### src/hw/rtl/sdd_pkg.sv
package sdd_pkg;

  // Door travel in half steps, closed reference at zero
  localparam int unsigned FULL_STEPS_INT = 1024;
  localparam logic [15:0] FULL_STEPS     = 16'(FULL_STEPS_INT);

  // Forced-close watchdog limits
  localparam logic [15:0] TEST_MIN_LIMIT    = 16'd600;
  localparam logic [4:0]  TEST_PERIOD_LIMIT = 5'd5;
  localparam logic [15:0] NORM_MIN_LIMIT    = 16'd36000;
  localparam logic [4:0]  NORM_PERIOD_LIMIT = 5'd24;
  localparam logic [6:0]  GUARD_RELOAD      = 7'd70;

  // Register map
  localparam logic REG_TEST_MODE = 1'b0;

  // Item kinds carried in tuser
  localparam logic KIND_STEP  = 1'b0;
  localparam logic KIND_TIMER = 1'b1;

  typedef struct packed {
    logic [15:0] step_position;
    logic        open_request;
    logic        was_opening;
    logic [3:0]  coil_drive;
    logic [15:0] minute_ticks;
    logic [4:0]  period_count;
    logic [6:0]  guard_ticks;
  } state_t;

  typedef struct packed {
    logic kind;
    logic ice_dispensing;
    logic close_hold;
    logic open_set;
    logic open_clear;
  } item_t;

  // Half-step coil pattern, indexed by position mod 8
  function automatic logic [3:0] phase_coils(input logic [2:0] phase);
    logic [3:0] c;
    unique case (phase)
      3'd0: c = 4'h1;
      3'd1: c = 4'h9;
      3'd2: c = 4'h8;
      3'd3: c = 4'hC;
      3'd4: c = 4'h4;
      3'd5: c = 4'h6;
      3'd6: c = 4'h2;
      3'd7: c = 4'h3;
      default: c = 4'h0;
    endcase
    return c;
  endfunction

endpackage

### src/hw/rtl/sdd_step.sv
// Next-state logic for one item: either a motor step or a watchdog tick.
module sdd_step (
  input  sdd_pkg::state_t state,
  input  sdd_pkg::item_t  item,
  input  logic            test_mode,
  output sdd_pkg::state_t state_nxt,
  output logic            forced
);

  logic        req;
  logic [15:0] min_limit;
  logic [4:0]  per_limit;
  logic [15:0] mt_base;
  logic [4:0]  pc_base;
  logic [15:0] mt_inc;
  logic [15:0] mt_wrap;
  logic [4:0]  pc_wrap;
  logic        force_now;
  logic [6:0]  guard_arm;
  logic [15:0] pos_base;
  logic [15:0] pos_mv;

  // Set first, clear second: clear wins
  assign req = (state.open_request | item.open_set) & ~item.open_clear;

  // Watchdog path
  assign min_limit = test_mode ? sdd_pkg::TEST_MIN_LIMIT    : sdd_pkg::NORM_MIN_LIMIT;
  assign per_limit = test_mode ? sdd_pkg::TEST_PERIOD_LIMIT : sdd_pkg::NORM_PERIOD_LIMIT;
  assign mt_base   = item.ice_dispensing ? 16'd0 : state.minute_ticks;
  assign pc_base   = item.ice_dispensing ? 5'd0  : state.period_count;
  assign mt_inc    = mt_base + 16'd1;

  always_comb begin
    if (mt_inc >= min_limit) begin
      mt_wrap = 16'd0;
      pc_wrap = pc_base + 5'd1;
    end else begin
      mt_wrap = mt_inc;
      pc_wrap = pc_base;
    end
  end

  assign force_now = (pc_wrap >= per_limit);
  assign guard_arm = force_now ? sdd_pkg::GUARD_RELOAD : state.guard_ticks;

  // Motor path: reload to full travel on the first closing step after opening
  assign pos_base = (!req && state.was_opening) ? sdd_pkg::FULL_STEPS : state.step_position;

  always_comb begin
    pos_mv = pos_base;
    if (req) begin
      if (pos_base < sdd_pkg::FULL_STEPS) pos_mv = pos_base + 16'd1;
      else                                pos_mv = sdd_pkg::FULL_STEPS;
    end else if (pos_base != 16'd0 && !item.close_hold) begin
      pos_mv = pos_base - 16'd1;
    end
  end

  always_comb begin
    state_nxt              = state;
    state_nxt.open_request = req;
    forced                 = 1'b0;
    unique case (item.kind)
      sdd_pkg::KIND_TIMER: begin
        forced                 = force_now;
        state_nxt.minute_ticks = force_now ? 16'd0 : mt_wrap;
        state_nxt.period_count = force_now ? 5'd0  : pc_wrap;
        state_nxt.guard_ticks  = (guard_arm != 7'd0) ? guard_arm - 7'd1 : 7'd0;
        if (force_now) state_nxt.step_position = sdd_pkg::FULL_STEPS;
      end
      sdd_pkg::KIND_STEP: begin
        state_nxt.step_position = pos_mv;
        state_nxt.was_opening   = req;
        // Drop the request at full travel unless ice is still running
        if (req && pos_base >= sdd_pkg::FULL_STEPS && !item.ice_dispensing)
          state_nxt.open_request = 1'b0;
        if (pos_mv == 16'd0 || pos_mv == sdd_pkg::FULL_STEPS)
          state_nxt.coil_drive = 4'h0;
        else
          state_nxt.coil_drive = sdd_pkg::phase_coils(pos_mv[2:0]);
      end
      default: ;
    endcase
  end

endmodule

### src/hw/rtl/stepper_door_driver_with_forced_close.sv
// Channel   Dir  Handshake              Payload
// in_       in   in_tvalid/in_tready    tdata: ice, hold, open_set, open_clear; tuser: kind
// out_      out  out_tvalid/out_tready  tdata: coils, position, open_pending, forced, guard
// cfg_      in   APB, pready tied high  register 0 at byte 0: test_mode
//
// One item per cycle while out_tready stays high: the next-state logic runs from
// the state registers back to them in a single pass, and the state updates at accept.
// out_tvalid rises in the cycle after an accept.
// rst_n is synchronous, active low; it clears the door state, out_tvalid and test_mode.
// A stalled result holds in the result register; input is still taken in the
// same cycle the pending result is taken, so a full-rate stream sees no bubble.
module stepper_door_driver_with_forced_close (
  input  logic        clk,
  input  logic        rst_n,
  input  logic        in_tvalid,
  output logic        in_tready,
  input  logic [7:0]  in_tdata,   // [0] ice_dispensing, [1] close_hold, [2] open_set,
                                  // [3] open_clear, [7:4] zero
  input  logic        in_tuser,   // [0] kind
  output logic        out_tvalid,
  input  logic        out_tready,
  output logic [31:0] out_tdata,  // [3:0] coils, [19:4] position, [20] open_pending,
                                  // [21] forced_close, [28:22] guard_count, [31:29] zero
  input  logic        cfg_psel,
  input  logic        cfg_penable,
  input  logic        cfg_pwrite,
  input  logic [2:0]  cfg_paddr,
  input  logic [31:0] cfg_pwdata,
  output logic [31:0] cfg_prdata,
  output logic        cfg_pready
);

  sdd_pkg::state_t state_r;
  sdd_pkg::state_t state_nxt;
  sdd_pkg::item_t  item;
  logic            forced;
  logic            test_mode_r;
  logic            out_valid_r;
  logic            out_forced_r;
  logic            in_accept;
  logic            cfg_write;

  // Configuration port
  assign cfg_pready = 1'b1;
  assign cfg_write  = cfg_psel & cfg_penable & cfg_pwrite & cfg_pready;
  assign cfg_prdata = (cfg_paddr[2] == sdd_pkg::REG_TEST_MODE) ? {31'd0, test_mode_r} : 32'd0;

  always_ff @(posedge clk) begin
    if (!rst_n) begin
      test_mode_r <= 1'b0;
    end else if (cfg_write && cfg_paddr[2] == sdd_pkg::REG_TEST_MODE) begin
      test_mode_r <= cfg_pwdata[0];
    end
  end

  // Unpack the incoming item
  assign item.kind           = in_tuser;
  assign item.ice_dispensing = in_tdata[0];
  assign item.close_hold     = in_tdata[1];
  assign item.open_set       = in_tdata[2];
  assign item.open_clear     = in_tdata[3];

  // Take a new item whenever the result slot frees up this cycle
  assign in_tready = ~out_valid_r | out_tready;
  assign in_accept = in_tvalid & in_tready;

  sdd_step u_step (
    .state     (state_r),
    .item      (item),
    .test_mode (test_mode_r),
    .state_nxt (state_nxt),
    .forced    (forced)
  );

  // Advance state on accept
  always_ff @(posedge clk) begin
    if (!rst_n) begin
      state_r <= '0;
    end else if (in_accept) begin
      state_r <= state_nxt;
    end
  end

  // Result register: drop valid when taken, load on accept
  always_ff @(posedge clk) begin
    if (!rst_n) begin
      out_valid_r <= 1'b0;
    end else if (in_accept) begin
      out_valid_r <= 1'b1;
    end else if (out_tready) begin
      out_valid_r <= 1'b0;
    end
  end

  always_ff @(posedge clk) begin
    if (in_accept) begin
      out_forced_r <= forced;
    end
  end

  // Result fields mirror the state that the last item left
  assign out_tvalid = out_valid_r;
  assign out_tdata  = {3'd0, state_r.guard_ticks, out_forced_r, state_r.open_request,
                       state_r.step_position, state_r.coil_drive};

  // A forced close lands at full travel with the guard window one tick in
  a_forced_result: assert property (@(posedge clk) disable iff (!rst_n)
    out_valid_r && out_forced_r |->
      state_r.step_position == sdd_pkg::FULL_STEPS &&
      state_r.guard_ticks == sdd_pkg::GUARD_RELOAD - 7'd1)
    else $error("forced close result without full position and armed guard");

  a_pos_range: assert property (@(posedge clk) disable iff (!rst_n)
    state_r.step_position <= sdd_pkg::FULL_STEPS)
    else $error("position beyond full travel");

  a_guard_range: assert property (@(posedge clk) disable iff (!rst_n)
    state_r.guard_ticks < sdd_pkg::GUARD_RELOAD)
    else $error("guard count not decremented after arming");

  a_closed_coils_off: assert property (@(posedge clk) disable iff (!rst_n)
    state_r.step_position == 16'd0 |-> state_r.coil_drive == 4'h0)
    else $error("coils driven at closed reference");

  a_state_holds: assert property (@(posedge clk) disable iff (!rst_n)
    !in_accept |=> $stable(state_r))
    else $error("state changed without an accepted item");

endmodule
### config.mk
export PLATFORM = sky130hd
export DESIGN_NAME = stepper_door_driver_with_forced_close
export DESIGN_NICKNAME = d
export VERILOG_FILES = /design/src/hw/rtl/sdd_pkg.sv /design/src/hw/rtl/sdd_step.sv /design/src/hw/rtl/stepper_door_driver_with_forced_close.sv
export SDC_FILE = /design/constraint.sdc
export NUM_CORES = 1
export LEC_CHECK = 0
export BUFFER_PORTS_ARGS = -buffer_cell sky130_fd_sc_hd__buf_2
export CAP_MARGIN = 20
export CORE_MARGIN = 2
export CORE_UTILIZATION = 45
export CTS_BUF_LIST = sky130_fd_sc_hd__clkbuf_16
export DETAILED_ROUTE_END_ITERATION = 10
export PLACE_DENSITY = 0.7
export SYNTH_ARGS = -nofsm -noshare
export SYNTH_HDL_FRONTEND = slang
export SYNTH_SLANG_ARGS = --single-unit
### constraint.sdc
create_clock -name clk -period 6.5 [get_ports clk]
set_input_delay 0.325 -clock clk [delete_from_list [all_inputs] [get_ports clk]]
set_output_delay 0.325 -clock clk [all_outputs]
set_load 0.03 [all_outputs]
Word-level counts from Yosys, hierarchy flattened --
Memory sizes are Yosys's and may differ from the RTL's. Cells that the tools add are included.
Storage, ports and cells: register bits after elaboration 53, bits in read-only memories 32, input port bits 51, output and inout port bits 67, word-level logic and storage cells 70, memories 1
Memory list:
- (no name shown) | words 8, width 4, read ports 1, clocked after Yosys merged registers in 0, write ports 0, RTL line sdd_pkg.sv:42 | unique case (phase)
Operators by class: $add $sub $neg 5, $lt $le $gt $ge 4, equal/unequal tests 2, multiplexer cells 22, bitwise operators 10, reductions and logical operators 16
Operators by type and width (count):
- 16-bit two-way mux | 9
- 16-bit by 1-bit adder with 16-bit output, second input constant | 2
- 16-bit one-hot mux with 2 select lines | 1
- 5-bit two-way mux | 4
- 16-bit by 11-bit == test with 1-bit output, second input constant | 1
- 16-bit by 11-bit greater-or-equal comparator with 1-bit output, second input constant | 1
- 16-bit greater-or-equal comparator | 1
- 16-bit logical NOT | 1
- 16-bit by 11-bit < comparator with 1-bit output, second input constant | 1
- 16-bit nonzero test | 1
- 16-bit by 1-bit subtractor with 16-bit output, second input constant | 1
- 7-bit two-way mux | 2
- 7-bit nonzero test | 1
- 7-bit by 1-bit subtractor with 7-bit output, second input constant | 1
- 6-bit two-way mux | 1
- 2-bit AND reduction | 3
- 5-bit by 1-bit adder with 5-bit output, second input constant | 1
- 5-bit greater-or-equal comparator | 1
- 1-bit logical AND | 5
- 1-bit bitwise AND | 4
- 1-bit two-way mux | 4
- 4-bit two-way mux | 1
- 1-bit inverter | 4
- 1-bit logical NOT | 3
- other kinds (4) | 5

Longest topological paths before layout --
word-level depth 13, gate-level depth with buffers 32, gate-level depth less buffers 28

Modules after synthesis --
From an unflattened synthesis, not the netlist that was laid out.
Second synthesis, totals: cell total of the unflattened synthesis 721, area, all modules 5439.0 µm²
By module, submodules not included:
- sdd_step | times used 1, cells an instance 426, area each 2772.7 µm², sequential area each 0.0 µm²
- stepper_door_driver_with_forced_close | times used 1, cells an instance 295, area each 2666.3 µm², sequential area each 1071.0 µm²

Worst setup path after synthesis --
No wires, ideal clock.
kind in2reg, start point input port in_tdata[0], end point register state_r (netlist bit out_tdata[27]), library setup time 65 ps, data arrival time 5641 ps, required time 6435 ps, path slack 793 ps, cell stages on the path 31, path buffers 5, cell sequence clkbuf_1 > clkbuf_1 > buf_1 > nor2b_1 > ha_1 > and3_1 > xnor2_1 > nor2_1 > ha_1 > a21o_1 > a211oi_1 > a41o_1 > a41oi_2 > nor2_1 > clkbuf_1 > or3_1 > a21oi_1 > ha_1 > nor4b_1 > nand2_1 > inv_1 > a31o_2 > buf_2 > nand2_1 > ha_1 > inv_1 > nor4_1 > or4_1 > o31ai_1 > a22oi_1 > nor2_1
Between the ends: longest elaborated chain between the ends 8, elaborated cells between the ends (all ways) 11, classes of those cells add/sub: 3; order compare: 2; mux: 5; reduce/logical: 1
Ends and longest elaborated chain:
- start: declaration | RTL line stepper_door_driver_with_forced_close.sv:17 | input logic [7:0] in_tdata,
- 16-bit two-way mux | RTL line sdd_step.sv:29 | assign mt_base = item.ice_dispensing ? 16'd0 : state.minute_ticks;
- 16-bit by 1-bit adder with 16-bit output | RTL line sdd_step.sv:31 | assign mt_inc = mt_base + 16'd1;
- 16-bit greater-or-equal comparator | RTL line sdd_step.sv:34 | if (mt_inc >= min_limit) begin
- 5-bit two-way mux (*) | RTL line sdd_step.sv:34
- 5-bit greater-or-equal comparator (*) | RTL line sdd_step.sv:43 | assign force_now = (pc_wrap >= per_limit);
- 7-bit two-way mux (*) | RTL line sdd_step.sv:44 | assign guard_arm = force_now ? sdd_pkg::GUARD_RELOAD : state.guard_ticks;
- 7-bit by 1-bit subtractor with 7-bit output or 7-bit nonzero test (tied branches) | RTL line sdd_step.sv:68 | state_nxt.guard_ticks = (guard_arm != 7'd0) ? guard_arm - 7'd1 : 7'd0;
- 7-bit two-way mux (*) | RTL line sdd_step.sv:68
- end signal: assignment | RTL line stepper_door_driver_with_forced_close.sv:80 | state_r <= state_nxt;
- end: declaration | RTL line stepper_door_driver_with_forced_close.sv:33 | sdd_pkg::state_t state_r;
Mark *: on every way between the ends. The rest lies on a longest branch, timed or not. A chain may end at the register's enable or synchronous reset.

Worst setup path after layout --
start point register state_r[12] (netlist bit), end point register state_r (netlist bit out_tdata[25])
Between the ends: longest elaborated chain between the ends 8, elaborated cells between the ends (all ways) 9, classes of those cells add/sub: 2; order compare: 2; mux: 4; reduce/logical: 1
Ends and longest elaborated chain (RTL line):
- 16-bit two-way mux (*) | sdd_step.sv:29
- 16-bit by 1-bit adder with 16-bit output (*) | sdd_step.sv:31
- 16-bit greater-or-equal comparator (*) | sdd_step.sv:34
- 5-bit two-way mux (*) | sdd_step.sv:34
- 5-bit greater-or-equal comparator (*) | sdd_step.sv:43
- 7-bit two-way mux (*) | sdd_step.sv:44
- 7-bit by 1-bit subtractor with 7-bit output or 7-bit nonzero test (tied branches) | sdd_step.sv:68
- 7-bit two-way mux (*) | sdd_step.sv:68
Marks and branches as above.

==> run metrics <==
Int Pwr 0.617 mW; ANT nets after route 0; WL final 11200 µm; status finished clean; Setup-failing EPs final 0; CTS tree built; final core occ 0.468; critical path peak fanout 6; syn avg cell area 7.47 µm²; Placed Instances 719; wire length per cell 15.4 µm; Layout area overhead 1.80%; leakage 1.79 nW; Core ar. 9680 µm²; Max Fclk 173 MHz; R2R cell count 27; Final Cycle Share 0.888; Clock Skew 0.00482 ns; busiest grt layer met2; Post-synth EDFFs 1; FF-to-FF End out_tdata[25]; antenna violations before repair 0; post-cts sizing count 0; number of global-route vias before repair 3852; critical setup path kind flop to flop; Clk Latency, worst-skew pair 0.29 ns; Slowest-stage cell, CP nor4_1; Reg2Reg Setup Slack 0.73 ns; post-synth top area share 0.234; final hold slack 0.259 ns; RSZ-0062 raised after global routing no; DR iter-0 viols 196; Synth area leader dfxtp_1; global router's overall resource usage 0.217; hpwl dp 7990 µm; sw frac 0.403; Worst setup EP type flop; most frequent cell after synthesis buf_4; clk sinks 53; Max clock buf depth 2; ANT cells 0; #FFs+latches synth 53; met2 global-route usage 0.357; Max Slew Vio Count 0; first-pass GRT wire length 18500 µm; Yosys Warn Count 0; TritonCTS Buffers 5; Gate power share 0.387; ys flop type dfxtp_1; final hold violation count 0; max cap viols 0; port buffer count 45; HP Class input pin to flop; Power Density 228 nW/µm²; setup TNS 0 ns; RD Place Congestion 0.952; Hold Buf Count CTS 0; Tmin final 5.77 ns; Die Span X 103 µm; largest net degree at the start of global routing 38; most frequent CP cell ha_1; CP bufs+invs 1; met3 GRT Util 0.0470; largest cells by area after synthesis dfxtp_1, buf_4, ha_1; DRT Pass-1 Iters 5; met1 usage 0.278; CP arrival 5.94 ns; crit path to out_tdata[25]; Crit path largest cell delay 0.67 ns; Top-Level Pins 118; Clock power frac 0.254; Starting Density 0.460; Clock Pin Slew Worst Setup and Hold Paths 0.07 ns; fin cells 727; Nets 663; CP startpoint state_r[12]; Root Buffer clkbuf_16; layout cells sized above 1 0.125; Post-route DRC 0; synthesized area 4450 µm²; Setup crit start kind flop; Rows 36; dpl cell area 4390 µm²; critical path depth 27; Least-Margin Pin Slew 0.979 ns; family with the most delay on the worst path simple AND/OR/NAND/NOR gates; reg2reg start state_r[12]; htree depth 2; VDD IR max 0.117 mV; Die H 103 µm; full die area 10700 µm²; Worst EP required 6.67 ns; Seq/Total Area, Yosys 0.241; Post-synth top cells buf_4, nand2_1, dfxtp_1; Synth cell types 80; Vias/cell 5.70; total grt overflow 0; relative slew slack 0.345; post-CTS setup buffer count 0; Post-Syn Instances 596; Switch Pwr 0.417 mW; Sequential Power Share 0.359; Async SR Flop Fraction 0; cell area after layout 4530 µm²; vias 4143
flip-flops by register name, summed over array words and instances, names as in the netlist:
register      count
out_forced_r      1
out_tdata        28
out_tvalid        1
state_r          22
test_mode_r       1
cells in the final DEF (no fill, tap or decap), types with 4 or more instances in the layout:
cell / instances
a211oi_1: 6
a21oi_1: 32
a31oi_1: 4
a32oi_1: 6
and3_1: 7
and4_1: 4
buf_2: 45
buf_4: 7
clkbuf_16: 5
conb_1: 35
dfxtp_1: 52
ha_1: 19
inv_1: 27
nand2_1: 61
nand2b_1: 7
nand3_1: 20
nand4_1: 14
nand4b_1: 4
nor2_1: 51
nor2b_1: 9
nor3_1: 12
nor4_1: 9
o2111ai_1: 4
o211ai_1: 9
o21ai_0: 22
o21ai_1: 9
o22ai_1: 5
o31ai_1: 6
or3_1: 9
or4_1: 6
xnor2_1: 21
power groups by stage:
stage          logic [mW]  clock network (mW)  registers [mW]
2_1_floorplan       0.349                   0           0.367
3_3_place_gp        0.387                   0           0.377
3_5_place_dp        0.393                   0           0.378
4_1_cts             0.395               0.271           0.370
5_1_grt             0.440               0.283           0.375
6_report            0.400               0.263           0.371
stage by stage:
| step | power, mW | setup slack [ns] |
|---|---|---|
| CTS | 1.04 | 0.794 |
| global route | 1.10 | 0.0235 |
| finish | 1.03 | 0.731 |
| detailed placement | 0.771 | 0.570 |
| floorplan | 0.716 | 0.793 |
| global placement | 0.764 | 0.766 |
worst reg2reg max path, cell delays in order, from the launching register on:
cell,delay [ns]
dfxtp_1,0.41
nor2b_1,0.22
ha_1,0.31
nand4b_1,0.27
nor3_1,0.25
xnor2_1,0.14
nor2_1,0.07
ha_1,0.21
a21oi_1,0.21
nand2_1,0.08
mux2i_1,0.19
a41oi_2,0.19
or2_2,0.34
nand2_1,0.09
xnor2_1,0.16
ha_1,0.28
o21ai_0,0.15
nand2b_1,0.07
a21oi_1,0.31
a31oi_1,0.11
nor2_1,0.12
ha_1,0.18
inv_1,0.08
nor4_1,0.67
or4_1,0.23
nor3_1,0.05
a22oi_1,0.13
a21oi_1,0.09
cell families (layout without fill, tap and decap cells):
group                      after synthesis  in the layout  synth area share
and+or+nand+nor                        230            230             0.268
AOI/OAI and AO/OA                      143            143             0.221
xor gates and xnor gates                23             23            0.0453
adders and majority gates               19             19            0.0534
muxes                                    3              3           0.00675
DFF                                     53             53             0.241
buffers and inverters                  123             88             0.164
other                                    2             35           0.00169
area by class of cell:
cell class	instances	area, µm²
timing repair buffer	52	278
clock buffer	5	125
inverter	28	105
fill	1024	5150
sequential	53	1070
clock inverter	3	12.5
multi-input combinational	453	2770
tap	133	166
per-layer routing:
| metal | up-vias | wire length [µm] |
|---|---|---|
| met5 | - | 0 |
| met4 | 0 | 232 |
| met3 | 24 | 612 |
| met2 | 129 | 5360 |
| met1 | 1943 | 4990 |
| li1 | 2047 | - |
how the worst min path moves through the flow:
stage / cells after the start / to / start
2_1_floorplan: 2 / out_tdata[3] / out_tdata[3]
3_3_place_gp: 2 / out_tdata[3] / out_tdata[3]
3_5_place_dp: 2 / out_tdata[3] / out_tdata[3]
4_1_cts: 3 / test_mode_r / cfg_pwdata[0]
5_1_grt: 3 / test_mode_r / cfg_pwdata[0]
6_report: 3 / test_mode_r / cfg_pwdata[0]
No activity file was read; power rests on OpenSTA's default activity.
